<file path="src/rtl/core/ivba_pkg.sv">
// Package for the interrupt vector bitmap allocator.
// Holds command, status and register index codes and reset constants.
// No dependencies; used by the top level and by the checker.
package ivba_pkg;

    localparam int VECTORS_DEFAULT = 256;

    // Command codes carried in the cmd field
    localparam logic [2:0] CMD_ALLOCATE  = 3'd0;
    localparam logic [2:0] CMD_RESERVE   = 3'd1;
    localparam logic [2:0] CMD_RELEASE   = 3'd2;
    localparam logic [2:0] CMD_CLEAR_ALL = 3'd3;
    localparam logic [2:0] CMD_MARK      = 3'd4;

    // Result status codes
    localparam logic [1:0] ST_OK        = 2'd0;
    localparam logic [1:0] ST_INVALID   = 2'd1;
    localparam logic [1:0] ST_NO_ROOM   = 2'd2;
    localparam logic [1:0] ST_PROTECTED = 2'd3;

    // Configuration register indexes
    localparam logic [7:0] CFG_RESERVED_LOW = 8'd0;
    localparam logic [7:0] CFG_SCI_VECTOR   = 8'd1;
    localparam logic [7:0] CFG_SCI_ENABLE   = 8'd2;

    // Register reset values and fixed vectors
    localparam logic [7:0] RESERVED_LOW_RESET = 8'h20;
    localparam logic [7:0] SCI_VECTOR_RESET   = 8'h00;
    localparam logic       SCI_ENABLE_RESET   = 1'b0;
    localparam logic [7:0] LOW_PROTECT        = 8'h20;
    localparam logic [7:0] SPURIOUS_VECTOR    = 8'hFF;

endpackage

</file>
<file path="src/rtl/core/ivba_map.sv">
// Occupancy map storage: one bit per vector, one write and one read a cycle.
// The read data is registered. Depends on nothing else.
module ivba_map #(
    parameter int DEPTH = 256,
    parameter int AW    = 8
) (
    input  logic          clk,
    input  logic          wr_en,
    input  logic [AW-1:0] wr_addr,
    input  logic          wr_data,
    input  logic [AW-1:0] rd_addr,
    output logic          rd_data
);

    logic mem [DEPTH];

    always_ff @(posedge clk)
    begin
        if (wr_en)
        begin
            mem[wr_addr] <= wr_data;
        end
        rd_data <= mem[rd_addr];
    end

endmodule

</file>
<file path="src/rtl/core/interrupt_vector_bitmap_allocator.sv">
// Interrupt vector bitmap allocator, top level.
// Uses ivba_pkg and the map storage in ivba_map.
//
// Commands arrive on the s_axis channel, one transaction each, and every
// command gives exactly one result transaction on the m_axis channel. The
// cfg channel writes the three registers; it is always ready and a new
// setting reaches the map at the next clear-all.
// The map is scanned one bit per cycle through its single read port.
// Allocate scans the window for a free run of count vectors, then marks it;
// mark range writes every vector of the range that lies in the map; clear-all
// rewrites the whole map (DEPTH is VECTORS capped at 256); reserve and
// release write one bit, and rejected commands write nothing.
// One command is worked on at a time: s_axis_tready is high only while the
// block is idle. A finished result sits in the output register; if the
// receiver stalls, the block still takes the next command and holds that
// command's result until the output register frees.
// After reset the map is rebuilt from the reset register values by a pass
// over every map address, during which no command is accepted.
module interrupt_vector_bitmap_allocator #(
    parameter int VECTORS = ivba_pkg::VECTORS_DEFAULT
) (
    input  logic        clk,
    input  logic        rst_n,
    input  logic        s_axis_tvalid,
    output logic        s_axis_tready,
    input  logic [31:0] s_axis_tdata,   // cmd[2:0], first_vector[10:3],
                                        // last_vector[18:11], count[27:19], zero
    output logic        m_axis_tvalid,
    input  logic        m_axis_tready,
    output logic [15:0] m_axis_tdata,   // status[1:0], start_vector[9:2], zero
    input  logic        cfg_valid,
    output logic        cfg_ready,
    input  logic [7:0]  cfg_addr,
    input  logic [7:0]  cfg_data
);

    // Vectors above 255 can never be addressed by the 8-bit fields.
    localparam int DEPTH = (VECTORS < 256) ? VECTORS : 256;
    localparam int AW = $clog2(DEPTH);
    localparam logic [AW-1:0] ADDR_MAX = AW'(DEPTH - 1);
    localparam bit HAS_SPURIOUS = (VECTORS > 255);

    typedef enum logic [4:0] {
        S_IDLE    = 5'b00001,
        S_SCAN    = 5'b00010,
        S_FILL    = 5'b00100,
        S_REBUILD = 5'b01000,
        S_DONE    = 5'b10000
    } state_t;

    state_t        state_reg, state_next;
    logic          init_reg, init_next;
    logic [AW-1:0] addr_reg, addr_next;
    logic          more_reg, more_next;
    logic [AW-1:0] prev_addr_reg, prev_addr_next;
    logic          prev_vld_reg, prev_vld_next;
    logic [AW-1:0] lst_reg, lst_next;
    logic [8:0]    cnt_reg, cnt_next;
    logic [8:0]    run_reg, run_next;
    logic [AW-1:0] fill_addr_reg, fill_addr_next;
    logic [AW-1:0] fill_end_reg, fill_end_next;
    logic [1:0]    res_status_reg, res_status_next;
    logic [7:0]    res_start_reg, res_start_next;
    logic          out_valid_reg, out_valid_next;
    logic [1:0]    out_status_reg, out_status_next;
    logic [7:0]    out_start_reg, out_start_next;

    logic [7:0] reserved_low_reg;
    logic [7:0] sci_vector_reg;
    logic       sci_enable_reg;

    logic [2:0] in_cmd;
    logic [7:0] in_first;
    logic [7:0] in_last;
    logic [8:0] in_count;

    logic          in_accept;
    logic          first_in_map;
    logic [AW-1:0] last_clip;
    logic          is_protected;
    logic [8:0]    scan_run;
    logic [8:0]    scan_start;
    logic [7:0]    rb_low;
    logic [7:0]    rb_sci_vector;
    logic          rb_sci_enable;
    logic          rb_bit;

    logic          mem_wr_en;
    logic [AW-1:0] mem_wr_addr;
    logic          mem_wr_data;
    logic          mem_rd_data;

    assign in_cmd   = s_axis_tdata[2:0];
    assign in_first = s_axis_tdata[10:3];
    assign in_last  = s_axis_tdata[18:11];
    assign in_count = s_axis_tdata[27:19];

    assign s_axis_tready = (state_reg == S_IDLE);
    assign in_accept     = s_axis_tvalid && s_axis_tready;
    assign cfg_ready     = 1'b1;

    assign m_axis_tvalid = out_valid_reg;
    assign m_axis_tdata  = {6'b0, out_start_reg, out_status_reg};

    assign first_in_map = (32'(in_first) < VECTORS);
    assign last_clip    = (32'(in_last) >= VECTORS) ? ADDR_MAX : in_last[AW-1:0];
    assign is_protected = (in_first < ivba_pkg::LOW_PROTECT)
                       || (in_first == ivba_pkg::SPURIOUS_VECTOR)
                       || (sci_enable_reg && (in_first == sci_vector_reg));

    // One step of the free-run counter on the bit that has just been read.
    assign scan_run   = mem_rd_data ? 9'd0 : (run_reg + 9'd1);
    assign scan_start = 9'(prev_addr_reg) + 9'd1 - cnt_reg;

    // The pass after reset uses the reset settings, not the live registers.
    assign rb_low        = init_reg ? ivba_pkg::RESERVED_LOW_RESET : reserved_low_reg;
    assign rb_sci_vector = init_reg ? ivba_pkg::SCI_VECTOR_RESET : sci_vector_reg;
    assign rb_sci_enable = init_reg ? ivba_pkg::SCI_ENABLE_RESET : sci_enable_reg;
    assign rb_bit = (9'(fill_addr_reg) < 9'(rb_low))
                 || (HAS_SPURIOUS && (9'(fill_addr_reg) == 9'(ivba_pkg::SPURIOUS_VECTOR)))
                 || (rb_sci_enable && (9'(fill_addr_reg) == 9'(rb_sci_vector)));

    always_comb
    begin
        state_next      = state_reg;
        init_next       = init_reg;
        addr_next       = addr_reg;
        more_next       = more_reg;
        prev_addr_next  = prev_addr_reg;
        prev_vld_next   = 1'b0;
        lst_next        = lst_reg;
        cnt_next        = cnt_reg;
        run_next        = run_reg;
        fill_addr_next  = fill_addr_reg;
        fill_end_next   = fill_end_reg;
        res_status_next = res_status_reg;
        res_start_next  = res_start_reg;
        mem_wr_en       = 1'b0;
        mem_wr_addr     = fill_addr_reg;
        mem_wr_data     = 1'b1;

        unique case (state_reg)
            S_IDLE:
            begin
                if (in_accept)
                begin
                    res_start_next = 8'd0;
                    state_next     = S_DONE;
                    unique case (in_cmd)
                        ivba_pkg::CMD_ALLOCATE:
                        begin
                            if (in_count == 9'd0)
                            begin
                                res_status_next = ivba_pkg::ST_INVALID;
                            end
                            else if (!first_in_map || (9'(in_first) > 9'(last_clip)))
                            begin
                                res_status_next = ivba_pkg::ST_NO_ROOM;
                            end
                            else
                            begin
                                addr_next  = in_first[AW-1:0];
                                more_next  = 1'b1;
                                lst_next   = last_clip;
                                cnt_next   = in_count;
                                run_next   = 9'd0;
                                state_next = S_SCAN;
                            end
                        end
                        ivba_pkg::CMD_RESERVE, ivba_pkg::CMD_RELEASE:
                        begin
                            if (!first_in_map)
                            begin
                                res_status_next = ivba_pkg::ST_INVALID;
                            end
                            else if (is_protected)
                            begin
                                res_status_next = ivba_pkg::ST_PROTECTED;
                            end
                            else
                            begin
                                mem_wr_en       = 1'b1;
                                mem_wr_addr     = in_first[AW-1:0];
                                mem_wr_data     = (in_cmd == ivba_pkg::CMD_RESERVE);
                                res_status_next = ivba_pkg::ST_OK;
                            end
                        end
                        ivba_pkg::CMD_CLEAR_ALL:
                        begin
                            fill_addr_next  = '0;
                            fill_end_next   = ADDR_MAX;
                            res_status_next = ivba_pkg::ST_OK;
                            state_next      = S_REBUILD;
                        end
                        ivba_pkg::CMD_MARK:
                        begin
                            if (!first_in_map || (in_first > in_last))
                            begin
                                res_status_next = ivba_pkg::ST_INVALID;
                            end
                            else
                            begin
                                fill_addr_next  = in_first[AW-1:0];
                                fill_end_next   = last_clip;
                                res_status_next = ivba_pkg::ST_OK;
                                state_next      = S_FILL;
                            end
                        end
                        default:
                        begin
                            res_status_next = ivba_pkg::ST_INVALID;
                        end
                    endcase
                end
            end
            S_SCAN:
            begin
                // Issue the next read while the previous bit is examined.
                prev_addr_next = addr_reg;
                prev_vld_next  = more_reg;
                more_next      = more_reg && (addr_reg != lst_reg);
                if (more_reg)
                begin
                    addr_next = addr_reg + AW'(1);
                end
                if (prev_vld_reg)
                begin
                    run_next = scan_run;
                    if (scan_run == cnt_reg)
                    begin
                        fill_addr_next  = scan_start[AW-1:0];
                        fill_end_next   = prev_addr_reg;
                        res_status_next = ivba_pkg::ST_OK;
                        res_start_next  = 8'(scan_start[AW-1:0]);
                        prev_vld_next   = 1'b0;
                        state_next      = S_FILL;
                    end
                    else if (prev_addr_reg == lst_reg)
                    begin
                        res_status_next = ivba_pkg::ST_NO_ROOM;
                        prev_vld_next   = 1'b0;
                        state_next      = S_DONE;
                    end
                end
            end
            S_FILL:
            begin
                mem_wr_en      = 1'b1;
                fill_addr_next = fill_addr_reg + AW'(1);
                if (fill_addr_reg == fill_end_reg)
                begin
                    state_next = S_DONE;
                end
            end
            S_REBUILD:
            begin
                mem_wr_en      = 1'b1;
                mem_wr_data    = rb_bit;
                fill_addr_next = fill_addr_reg + AW'(1);
                if (fill_addr_reg == fill_end_reg)
                begin
                    init_next  = 1'b0;
                    state_next = init_reg ? S_IDLE : S_DONE;
                end
            end
            S_DONE:
            begin
                if (!out_valid_reg || m_axis_tready)
                begin
                    state_next = S_IDLE;
                end
            end
            default:
            begin
                state_next = S_IDLE;
            end
        endcase
    end

    always_comb
    begin
        out_valid_next  = out_valid_reg;
        out_status_next = out_status_reg;
        out_start_next  = out_start_reg;
        if (out_valid_reg && m_axis_tready)
        begin
            out_valid_next = 1'b0;
        end
        if ((state_reg == S_DONE) && (!out_valid_reg || m_axis_tready))
        begin
            out_valid_next  = 1'b1;
            out_status_next = res_status_reg;
            out_start_next  = res_start_reg;
        end
    end

    always_ff @(posedge clk or negedge rst_n)
    begin
        if (!rst_n)
        begin
            state_reg     <= S_REBUILD;
            init_reg      <= 1'b1;
            fill_addr_reg <= '0;
            fill_end_reg  <= ADDR_MAX;
            more_reg      <= 1'b0;
            prev_vld_reg  <= 1'b0;
            out_valid_reg <= 1'b0;
        end
        else
        begin
            state_reg     <= state_next;
            init_reg      <= init_next;
            fill_addr_reg <= fill_addr_next;
            fill_end_reg  <= fill_end_next;
            more_reg      <= more_next;
            prev_vld_reg  <= prev_vld_next;
            out_valid_reg <= out_valid_next;
        end
    end

    always_ff @(posedge clk)
    begin
        addr_reg       <= addr_next;
        prev_addr_reg  <= prev_addr_next;
        lst_reg        <= lst_next;
        cnt_reg        <= cnt_next;
        run_reg        <= run_next;
        res_status_reg <= res_status_next;
        res_start_reg  <= res_start_next;
        out_status_reg <= out_status_next;
        out_start_reg  <= out_start_next;
    end

    always_ff @(posedge clk or negedge rst_n)
    begin
        if (!rst_n)
        begin
            reserved_low_reg <= ivba_pkg::RESERVED_LOW_RESET;
            sci_vector_reg   <= ivba_pkg::SCI_VECTOR_RESET;
            sci_enable_reg   <= ivba_pkg::SCI_ENABLE_RESET;
        end
        else if (cfg_valid && cfg_ready)
        begin
            if (cfg_addr == ivba_pkg::CFG_RESERVED_LOW)
            begin
                reserved_low_reg <= cfg_data;
            end
            if (cfg_addr == ivba_pkg::CFG_SCI_VECTOR)
            begin
                sci_vector_reg <= cfg_data;
            end
            if (cfg_addr == ivba_pkg::CFG_SCI_ENABLE)
            begin
                sci_enable_reg <= cfg_data[0];
            end
        end
    end

    ivba_map #(
        .DEPTH (DEPTH),
        .AW    (AW)
    ) u_map (
        .clk     (clk),
        .wr_en   (mem_wr_en),
        .wr_addr (mem_wr_addr),
        .wr_data (mem_wr_data),
        .rd_addr (addr_reg),
        .rd_data (mem_rd_data)
    );

endmodule

</file>
<file path="config.mk">
export PLATFORM = sky130hd
export DESIGN_NAME = interrupt_vector_bitmap_allocator
export DESIGN_NICKNAME = d
export VERILOG_FILES = /design/src/rtl/core/ivba_pkg.sv /design/src/rtl/core/ivba_map.sv /design/src/rtl/core/interrupt_vector_bitmap_allocator.sv
export SDC_FILE = /design/constraint.sdc
export NUM_CORES = 1
export LEC_CHECK = 0
export ABC_AREA = 1
export ABC_CLOCK_PERIOD_IN_PS = 5900
export BUFFER_PORTS_ARGS = -buffer_cell sky130_fd_sc_hd__buf_4
export CORE_UTILIZATION = 55
export CTS_CLUSTER_DIAMETER = 120
export DETAILED_ROUTE_END_ITERATION = 8
export HOLD_SLACK_MARGIN = 0.12
export PLACE_DENSITY = 0.86
export SKIP_CTS_REPAIR_TIMING = 1
export SLEW_MARGIN = 20
export SYNTH_ARGS = -nofsm -noshare
export SYNTH_HDL_FRONTEND = slang
export SYNTH_SLANG_ARGS = --single-unit
</file>
<file path="constraint.sdc">
create_clock -name clk -period 5.9 [get_ports clk]
set_input_delay 1.77 -clock clk [delete_from_list [all_inputs] [get_ports clk]]
set_output_delay 1.77 -clock clk [all_outputs]
set_load 0.03 [all_outputs]
</file>
==> results.cfg, run 1 <==
[job]
max_cap_viol_count = 0

[synth]
synth-simple-area-share_pct = 24.4
syn_area_mm2 = 0.0184
ys_seq_area_share_pct = 57.7
ys_ff_latch = 361
synthAdderAreaFrac_pct = 2.21
syn_area_per_cell_um2 = 9.26
synth_xor_area_share_pct = 1.66
ys_types = 51
synth_top_family_by_area = simple AND/OR/NAND/NOR gates
synthCells = 1991
yosys_warnings = 0
synth-compound-area-share_pct = 8.81
synthMuxAreaShare_pct = 0

[detailed_routing]
drt-total-wl_um = 46800
wl_per_cell_um = 18.9
detail-route-antenna-nets = 0
drtPass1Iterations = 6
top_layer = met4
route.vias.total = 14600
vias_per_cell = 5.92
drc_errors = 0
drt_iter0_drc = 1919
met2_length_um = 22800
wl_met1_um = 17300
wl_met3_um = 4720

[worst_setup_path]
cpLargestDelayFamily = simple AND/OR/NAND/NOR gates
cp.required_ns = 6.12
slowest_stage = nand3_1
end_kind = flip-flop
crit_type = in -> reg
r2r_setup_slack_ns = 2.42
crit_fanout = 15
cpMostUsedCell = nand2_1
cp.arrival_ns = 4.48
crit_chain = buf_4 -> nand2_1 -> nand3_1 -> inv_1 -> nand4_1 -> nand2_1 -> nand2_1 -> nor2_4 -> nand3_1 -> nor2_1
crit_buf_inv = 2
max_stage_delay_ns = 0.70
startpoint_type = primary input

[timing]
rsz0062_at_grt = false
slew_violations = 0
fin_crit_sh_pct = 72.1
finClkSkew_ns = 0.0247
tns_ns = 0
fmax_ghz = 0.235
fin_crit_ns = 4.25
whs_ns = 0.414
relSlewSlack_pct = 30.7
hold_viol = 0
finalSetupViolations = 0
worst_pin_slew_ns = 1.04

[clocking]
path_clk_slew_ns = 0.07
clk_path_buf_depth = 3
h-tree-depth = 2
cts_inserted_buffers = 38
cts_sinks = 361
clk_latency_ns = 0.55
ctsRootBufferMaster = clkbuf_16
cts_tree = done

[power_and_ir_drop]
p_clk_share_pct = 26.4
power_leakage_nw = 7.47
p_comb_share_pct = 35.8
ir_drop_mv = 0.276
internal-power_mw = 5.29
swShare_pct = 40.2
powerDensity_mw_per_mm2 = 436
power_switching_mw = 3.56
seqPwrFrac_pct = 37.8

[global_routing]
grt_usage_pct = 27.7
grt_pass1_vias = 14200
grt_pass1_wl_um = 72800
antenna_found_initial = 0
grt_max_degree = 141
grt-ovfl-total = 0

[placement]
dp_hpwl_um = 28700
port_buffers = 60
gp_congestion = 0.917
dp.cells = 2401
place_area_mm2 = 0.0191

[run_status]
outcome = finished clean

[die]
ios = 72
die_h_um = 185
start_util_pct = 56.2
dieArea_mm2 = 0.0342
num_rows = 66
fp.dieW_um = 185
core_mm2 = 0.0328

[final_layout]
final_cell_area_mm2 = 0.0203
fin_cells = 2471
fin_nets = 2084
antenna_cells = 0
area_growth_pct = 10.1
nFillCells = 2543
largest_reg_flops = 256
drive_above_1_share_pct = 10.6
finish.utilization_pct = 61.9

[hold_path]
hp-class = reg -> reg
-- final timing paths --
| kind | from | to | depth (start not counted) |
|---|---|---|---|
| max | s_axis_tdata[0] | u_map.mem[104] | 10 |
| min | res_start_reg[0] | out_start_reg[0] | 0 |
| max reg2reg | init_reg | u_map.mem[176] | 11 |
| min reg2reg | res_start_reg[0] | out_start_reg[0] | 0 |
| max in group asynchronous | rst_n | fill_end_reg[4] | 1 |
| min in group asynchronous | rst_n | sci_vector_reg[6] | 1 |
-- final cells by class --
type	instances	area (um2)	area share, %
sequential	361	10600	52.4
clock buffer	46	981	4.83
inverter	122	459	2.26
tap	442	553	2.73
clock inverter	24	228	1.12
multi-input combinational	1403	6880	33.9
timing repair buffer	73	561	2.76
-- cells by family after synthesis --
family          after synthesis
xor+xnor                     35
buf+inv                     232
fa+ha+maj                    32
flops                       361
simple gates               1045
compound gates              284
other cells                   2
-- stage by stage --
step	total power, mW	setup slack (ns)
detailed placement	6.45	1.24
CTS	8.78	1.78
global placement	6.36	1.37
global route	9.27	1.49
finish	8.85	1.65
floorplan	5.57	1.12
-- synth_stat cells (all sizes together) --
cell	n	share of area [%]
a21boi	16	0.65
a21o	1	0.041
a21oi	58	1.8
a22oi	1	0.041
a31oi	4	0.14
and2	2	0.068
buf	52	1.5
clkbuf	58	1.2
clkinv	3	0.061
conb	2	0.041
dfrtp	31	4.2
dfstp	11	1.6
dfxtp	1	0.11
edfxtp	318	52
fa	1	0.11
ha	31	2.1
inv	119	2.4
nand2	367	7.8
nand3	99	3.1
nand3b	2	0.081
nand4	49	1.8
nor2	498	11
nor3	17	0.52
nor4	6	0.20
o2111ai	2	0.095
o211ai	21	0.86
o21a	1	0.041
o21ai	152	4.1
o21bai	4	0.16
o221ai	2	0.095
o22a	1	0.048
o22ai	20	0.68
o31ai	1	0.041
or2	5	0.17
xnor2	7	0.33
xor2	28	1.3
-- metal layers --
metal | vias to the layer above | track usage, %
met3 | 172 | 5.25
met1 | 6872 | 34.1
met5 | - | 0
met4 | 0 | 13.5
met2 | 843 | 46.9
li1 | 6753 | -
-- power groups by stage --
| stage | Combinational, mW | Clock [mW] | Sequential (mW) |
|---|---|---|---|
| 2_1_floorplan | 2.24 | 0 | 3.33 |
| 3_3_place_gp | 2.98 | 0 | 3.38 |
| 3_5_place_dp | 3.06 | 0 | 3.39 |
| 4_1_cts | 3.09 | 2.35 | 3.34 |
| 5_1_grt | 3.45 | 2.45 | 3.37 |
| 6_report | 3.16 | 2.34 | 3.35 |
-- cells in the final DEF (no fill, tap or decap), types with 8 or more instances in the layout --
| cell | instances |
|---|---|
| nor2_1 | 482 |
| nand2_1 | 345 |
| edfxtp_1 | 318 |
| o21ai_0 | 151 |
| inv_1 | 110 |
| nand3_1 | 85 |
| buf_4 | 72 |
| a21oi_1 | 54 |
| nand4_1 | 46 |
| clkbuf_16 | 38 |
| ha_1 | 31 |
| dfrtp_1 | 31 |
| xor2_1 | 28 |
| o211ai_1 | 21 |
| nand2_2 | 21 |
| o22ai_1 | 20 |
| nor3_1 | 15 |
| a21boi_0 | 15 |
| nand3_2 | 14 |
| nor2_4 | 13 |
| dfstp_2 | 11 |
| clkinv_1 | 10 |
| clkbuf_1 | 8 |
Power figures use the tool's default switching activity.
==> run 2: changes to the inputs <==
- ABC_AREA: 1 -> 0
- ABC_CLOCK_PERIOD_IN_PS: 5900 -> 4000
- PLACE_DENSITY: 0.86 -> 0.83
- clock period: 5.9 -> 4 ns (I/O delays scaled with it)
==> run 2 against run 1 <==
  * Area after synthesis down 4.5%
  * Setup slack worse by 1.5 ns
  * Register-to-register slack got worse by 2.1 ns
  * Die area shrank 4.4%
  * Sequential share of layout area grew 1.4 points
  * Critical path depth did not move
==> results.cfg, run 2 <==
[timing]
fmax_ghz = 0.262
finClkSkew_ns = 0.0226
finalSetupViolations = 0
tns_ns = 0
slew_violations = 0
hold_viol = 0
fin_crit_ns = 3.81
relSlewSlack_pct = 27.0
rsz0062_at_grt = false
fin_crit_sh_pct = 95.3
worst_pin_slew_ns = 1.07

[worst_setup_path]
cp.required_ns = 4.21
crit_fanout = 30
crit_type = in -> reg
end_kind = flip-flop
cp.arrival_ns = 4.03
startpoint_type = primary input

[global_routing]
grt-ovfl-total = 0
grt_pass1_wl_um = 65000
antenna_found_initial = 0
grt_max_degree = 125
grt_usage_pct = 25.8
grt_pass1_vias = 11900

[die]
ios = 72
num_rows = 65
start_util_pct = 55.8
dieArea_mm2 = 0.0327
core_mm2 = 0.0316
fp.dieW_um = 181
die_h_um = 181

[final_layout]
layout_common_cells = edfxtp_1, nor2_1, buf_4, nand2_1, mux4_2
largest_reg_flops = 256
drive_above_1_share_pct = 17.7
multi_input_area_mm2 = 0.00638
area_growth_pct = 12.3
antenna_cells = 0
layout_commonest_cell = edfxtp_1
final_cell_area_mm2 = 0.0198
nFillCells = 2304
fin_nets = 1544
seqCellArea_mm2 = 0.0106

[synth]
synth.top_cells.by_area = edfxtp_1, nor2_1, mux4_2, dfrtp_1, ha_1
ys.flop_type = edfxtp_1
yosysTopAreaCell = edfxtp_1
ys_types = 71
synthCells = 1430
synthDominantCellAreaShare_pct = 54.2
yosys_warnings = 0
synth_most_common_cell = edfxtp_1
ys_ff_latch = 361
syn_area_per_cell_um2 = 12.3
syn_area_mm2 = 0.0176
synthArstFlopShare_pct = 11.6
ys_top_cells_by_count = edfxtp_1, nor2_1, nand2_1, clkbuf_1, mux4_2
ys_seq_area_share_pct = 60.4
synth_edf_count = 318

[placement]
gp_congestion = 0.924
place_area_mm2 = 0.0184
dp_hpwl_um = 26000
port_buffers = 60

[detailed_routing]
route.vias.total = 11900
wl_per_cell_um = 22.0
drt_iter0_drc = 1452
drt-total-wl_um = 41600
drtPass1Iterations = 6
vias_per_cell = 6.33
detail-route-antenna-nets = 0
drc_errors = 0

[clocking]
cts_sinks = 361
ctsRootBufferMaster = clkbuf_16
h-tree-depth = 2
clk_latency_ns = 0.54
cts_inserted_buffers = 38
path_clk_slew_ns = 0.06
clk_path_buf_depth = 3
cts_tree = done

[run_status]
outcome = finished clean

[hold_path]
hp-class = reg -> reg

[power_and_ir_drop]
power_leakage_nw = 6.75
power.total_mw = 12.6
ir_drop_mv = 0.396
powerDensity_mw_per_mm2 = 637

[job]
max_cap_viol_count = 0
run 2: area by class of cell:
type,instances,share of cell area [%]
Clock buffer,42,4.89
Clock inverter,24,1.89
Inverter,34,0.646
Multi-Input combinational cell,927,32.3
Sequential cell,361,53.8
Tap cell,402,2.55
Timing Repair Buffer,97,3.94
run 2: logic make-up after synthesis:
| group | Yosys count | synth area share, % |
|---|---|---|
| fa+ha+maj | 32 | 2.32 |
| compound gates | 194 | 7.68 |
| other cells | 2 | 0.0427 |
| simple gates | 530 | 13.5 |
| buf+inv | 147 | 3.63 |
| flops | 361 | 60.4 |
| mux | 99 | 9.16 |
| xor+xnor | 65 | 3.23 |
run 2: power by group:
part | internal [mW] | total [mW] | switching, mW
Sequential | 4.59 | 5.01 | 0.427
Clock | 2.33 | 3.79 | 1.45
Combinational | 1.43 | 3.79 | 2.37
run 2: worst paths after layout:
kind                                   start                end  slack [ns]  depth (start not counted)
max                          s_axis_tdata[6]      u_map.mem[32]        0.19                         10
min                        res_status_reg[0]  out_status_reg[0]        0.42                          0
max reg2reg                     state_reg[1]      u_map.mem[32]        0.31                          8
min reg2reg                res_status_reg[0]  out_status_reg[0]        0.42                          0
max in group asynchronous              rst_n    fill_end_reg[4]        2.95                          1
min in group asynchronous              rst_n     sci_enable_reg        0.66                          1
run 2: metal layers:
metal,routed length (um),part of all wire (%),vias up,global-route usage [%]
met5,0,0,-,0
met4,1810,4.4,0,13.2
met3,4160,10,150,4.60
met2,20100,48,684,42.7
met1,15500,37,5829,32.9
li1,-,-,5275,-
run 2: metrics by stage:
| step | utilization, % | cells | hold WS, ns | setup slack (ns) |
|---|---|---|---|---|
| after floorplan | - | 1435 | 0.400 | -1.21 |
| after global placement | 58.4 | 1821 | 0.402 | -0.254 |
| after detailed placement | 58.4 | 1821 | 0.405 | -0.320 |
| after CTS | 62.6 | 1887 | 0.420 | 0.135 |
| after global routing | 62.6 | 1887 | 0.420 | 0.0990 |
| final | 62.6 | 1887 | 0.421 | 0.186 |
run 2: critical path, cell delays in order:
cell,delay (ns)
buf_4,0.14
buf_4,0.16
xor2_1,0.14
nor3_1,0.07
a41oi_2,0.20
nand3_1,0.16
buf_12,0.20
o31ai_1,0.78
nand2_1,0.61
nor3_1,0.33
==> run 3: changes to the inputs <==
- CORE_ASPECT_RATIO: unset -> 1.4
==> run 3 against run 2 <==
  * Worst hold slack got worse by 0.0031 ns
  * Total power is 3.2% lower
  * Via count hardly changed
  * Clock power fell by 14%
  * Core utilization fell by 0.43 points
  * Clock skew fell by 0.0065 ns
  * Wire length is 3.7% higher
  * Die area is essentially flat
  * Final area is 0.86% lower
  * Largest cell class unchanged
==> results.cfg, run 3 (synthesis gave the netlist of run 2 again) <==
[timing]
setup_ws_ns = 0.157
tns_ns = 0
fin_crit_sh_pct = 96.1
hold_viol = 0
fmax_ghz = 0.260
worst_pin_slew_ns = 1.16
finalSetupViolations = 0
rsz0062_at_grt = false
slew_violations = 0
finClkSkew_ns = 0.0162
fin_crit_ns = 3.84
relSlewSlack_pct = 22.1

[detailed_routing]
met2_length_um = 22300
detail-route-antenna-nets = 0
wl_met1_um = 14600
wl_per_cell_um = 22.9
wl_met3_um = 3390
route.vias.total = 11900
drt-total-wl_um = 43100
drt_iter0_drc = 992
drtPass1Iterations = 5
top_layer = met4
vias_per_cell = 6.34
drc_errors = 0

[die]
core_mm2 = 0.0315
ios = 72
num_rows = 77
start_util_pct = 55.9
dieArea_mm2 = 0.0327
fp.dieW_um = 153
die_h_um = 214

[hold_path]
min_from = res_start_reg[4]
hold_end = out_start_reg[4]
hp-class = reg -> reg
whs_path_depth = 0

[global_routing]
grt-ovfl-total = 0
grt_pass1_wl_um = 65800
antenna_found_initial = 0
grt_max_degree = 81
grt_usage_pct = 26.8
grt_pass1_vias = 12200

[clocking]
h-tree-depth = 2
clk_path_buf_depth = 3
cts_inserted_buffers = 34
path_clk_slew_ns = 0.06
clk_latency_ns = 0.53
ctsRootBufferMaster = clkbuf_16
cts_tree = done
cts_sinks = 361

[worst_setup_path]
crit_fanout = 16
worstReg2RegStart = state_reg[1]
crit_type = in -> reg
cp.required_ns = 4.21
reg2reg_to = u_map.mem[16]
rr_worst_depth = 8
startpoint_type = primary input
r2r_setup_slack_ns = 0.33
end_kind = flip-flop
cp.arrival_ns = 4.05

[power_and_ir_drop]
power_switching_mw = 4.23
powerDensity_mw_per_mm2 = 622
power_leakage_nw = 6.68
swShare_pct = 34.7
ir_drop_mv = 0.352
p_clk_share_pct = 26.8
internal-power_mw = 7.96
p_comb_share_pct = 31.7
seqPwrFrac_pct = 41.5

[placement]
gp_congestion = 0.890
dp_hpwl_um = 27700
port_buffers = 60
post-place-ws_ns = -0.379

[job]
max_cap_viol_count = 0

[final_layout]
layout_common_cells = edfxtp_1, nor2_1, buf_4, nand2_1, mux4_2
drive_above_1_share_pct = 17.5
area_growth_pct = 11.3
fin_nets = 1548
antenna_cells = 0
layout_commonest_cell = edfxtp_1
largest_reg_flops = 256

[run_status]
outcome = finished clean
==> run 3: how the worst max path moves through the flow <==
| stage | from | endpoint | slack (ns) |
|---|---|---|---|
| 3_3_place_gp | s_axis_tdata[9] | u_map.mem[16] | -0.21 |
| 6_report | s_axis_tdata[9] | u_map.mem[16] | 0.16 |
| 4_1_cts | s_axis_tdata[9] | u_map.mem[16] | 0.27 |
| 3_5_place_dp | s_axis_tdata[9] | u_map.mem[48] | -0.38 |
| 5_1_grt | s_axis_tdata[9] | u_map.mem[224] | 0.02 |
| 2_1_floorplan | s_axis_tdata[3] | u_map.mem[0] | -1.21 |
==> run 3: metrics by stage <==
stage               instance area [um2]  util [%]  hold WS, ns  std cells  total power, mW
global placement                  18500      58.7        0.402       1822             8.80
floorplan                         17700         -        0.400       1435             7.62
CTS                               19600      62.2        0.418       1883             12.2
finish                            19600      62.2        0.418       1883             12.2
detailed placement                18500      58.7        0.405       1822             8.92
global route                      19600      62.2        0.422       1883             12.7
==> run 3: worst max-delay path, cell delays in order <==
cell and delay, ns:
buf_4 0.17, xor2_1 0.16, nor3_1 0.09, a41oi_2 0.28, nand3_1 0.20, o31ai_1 0.96, nand2_1 0.61, nor3_1 0.36
==> run 3: cell type report <==
| type | count | area (um2) |
|---|---|---|
| Clock buffer | 41 | 918 |
| Clock inverter | 20 | 193 |
| Fill cell | 2313 | 11900 |
| Inverter | 34 | 128 |
| Multi-Input combinational cell | 927 | 6370 |
| Sequential cell | 361 | 10600 |
| Tap cell | 395 | 494 |
| Timing Repair Buffer | 105 | 851 |
==> run 3: per-layer routing <==
metal,vias up,track usage [%]
met5,-,0
met4,0,18.6
met3,189,4.06
met2,598,48.4
met1,5881,29.2
li1,5279,-
==> run 3: power by group through the flow <==
stage	sequential, mW	combinational [mW]	clock, mW
2_1_floorplan	4.89	2.73	0
3_3_place_gp	5.11	3.68	0
3_5_place_dp	5.13	3.79	0
4_1_cts	5.06	3.83	3.28
5_1_grt	5.10	4.14	3.42
6_report	5.06	3.87	3.26
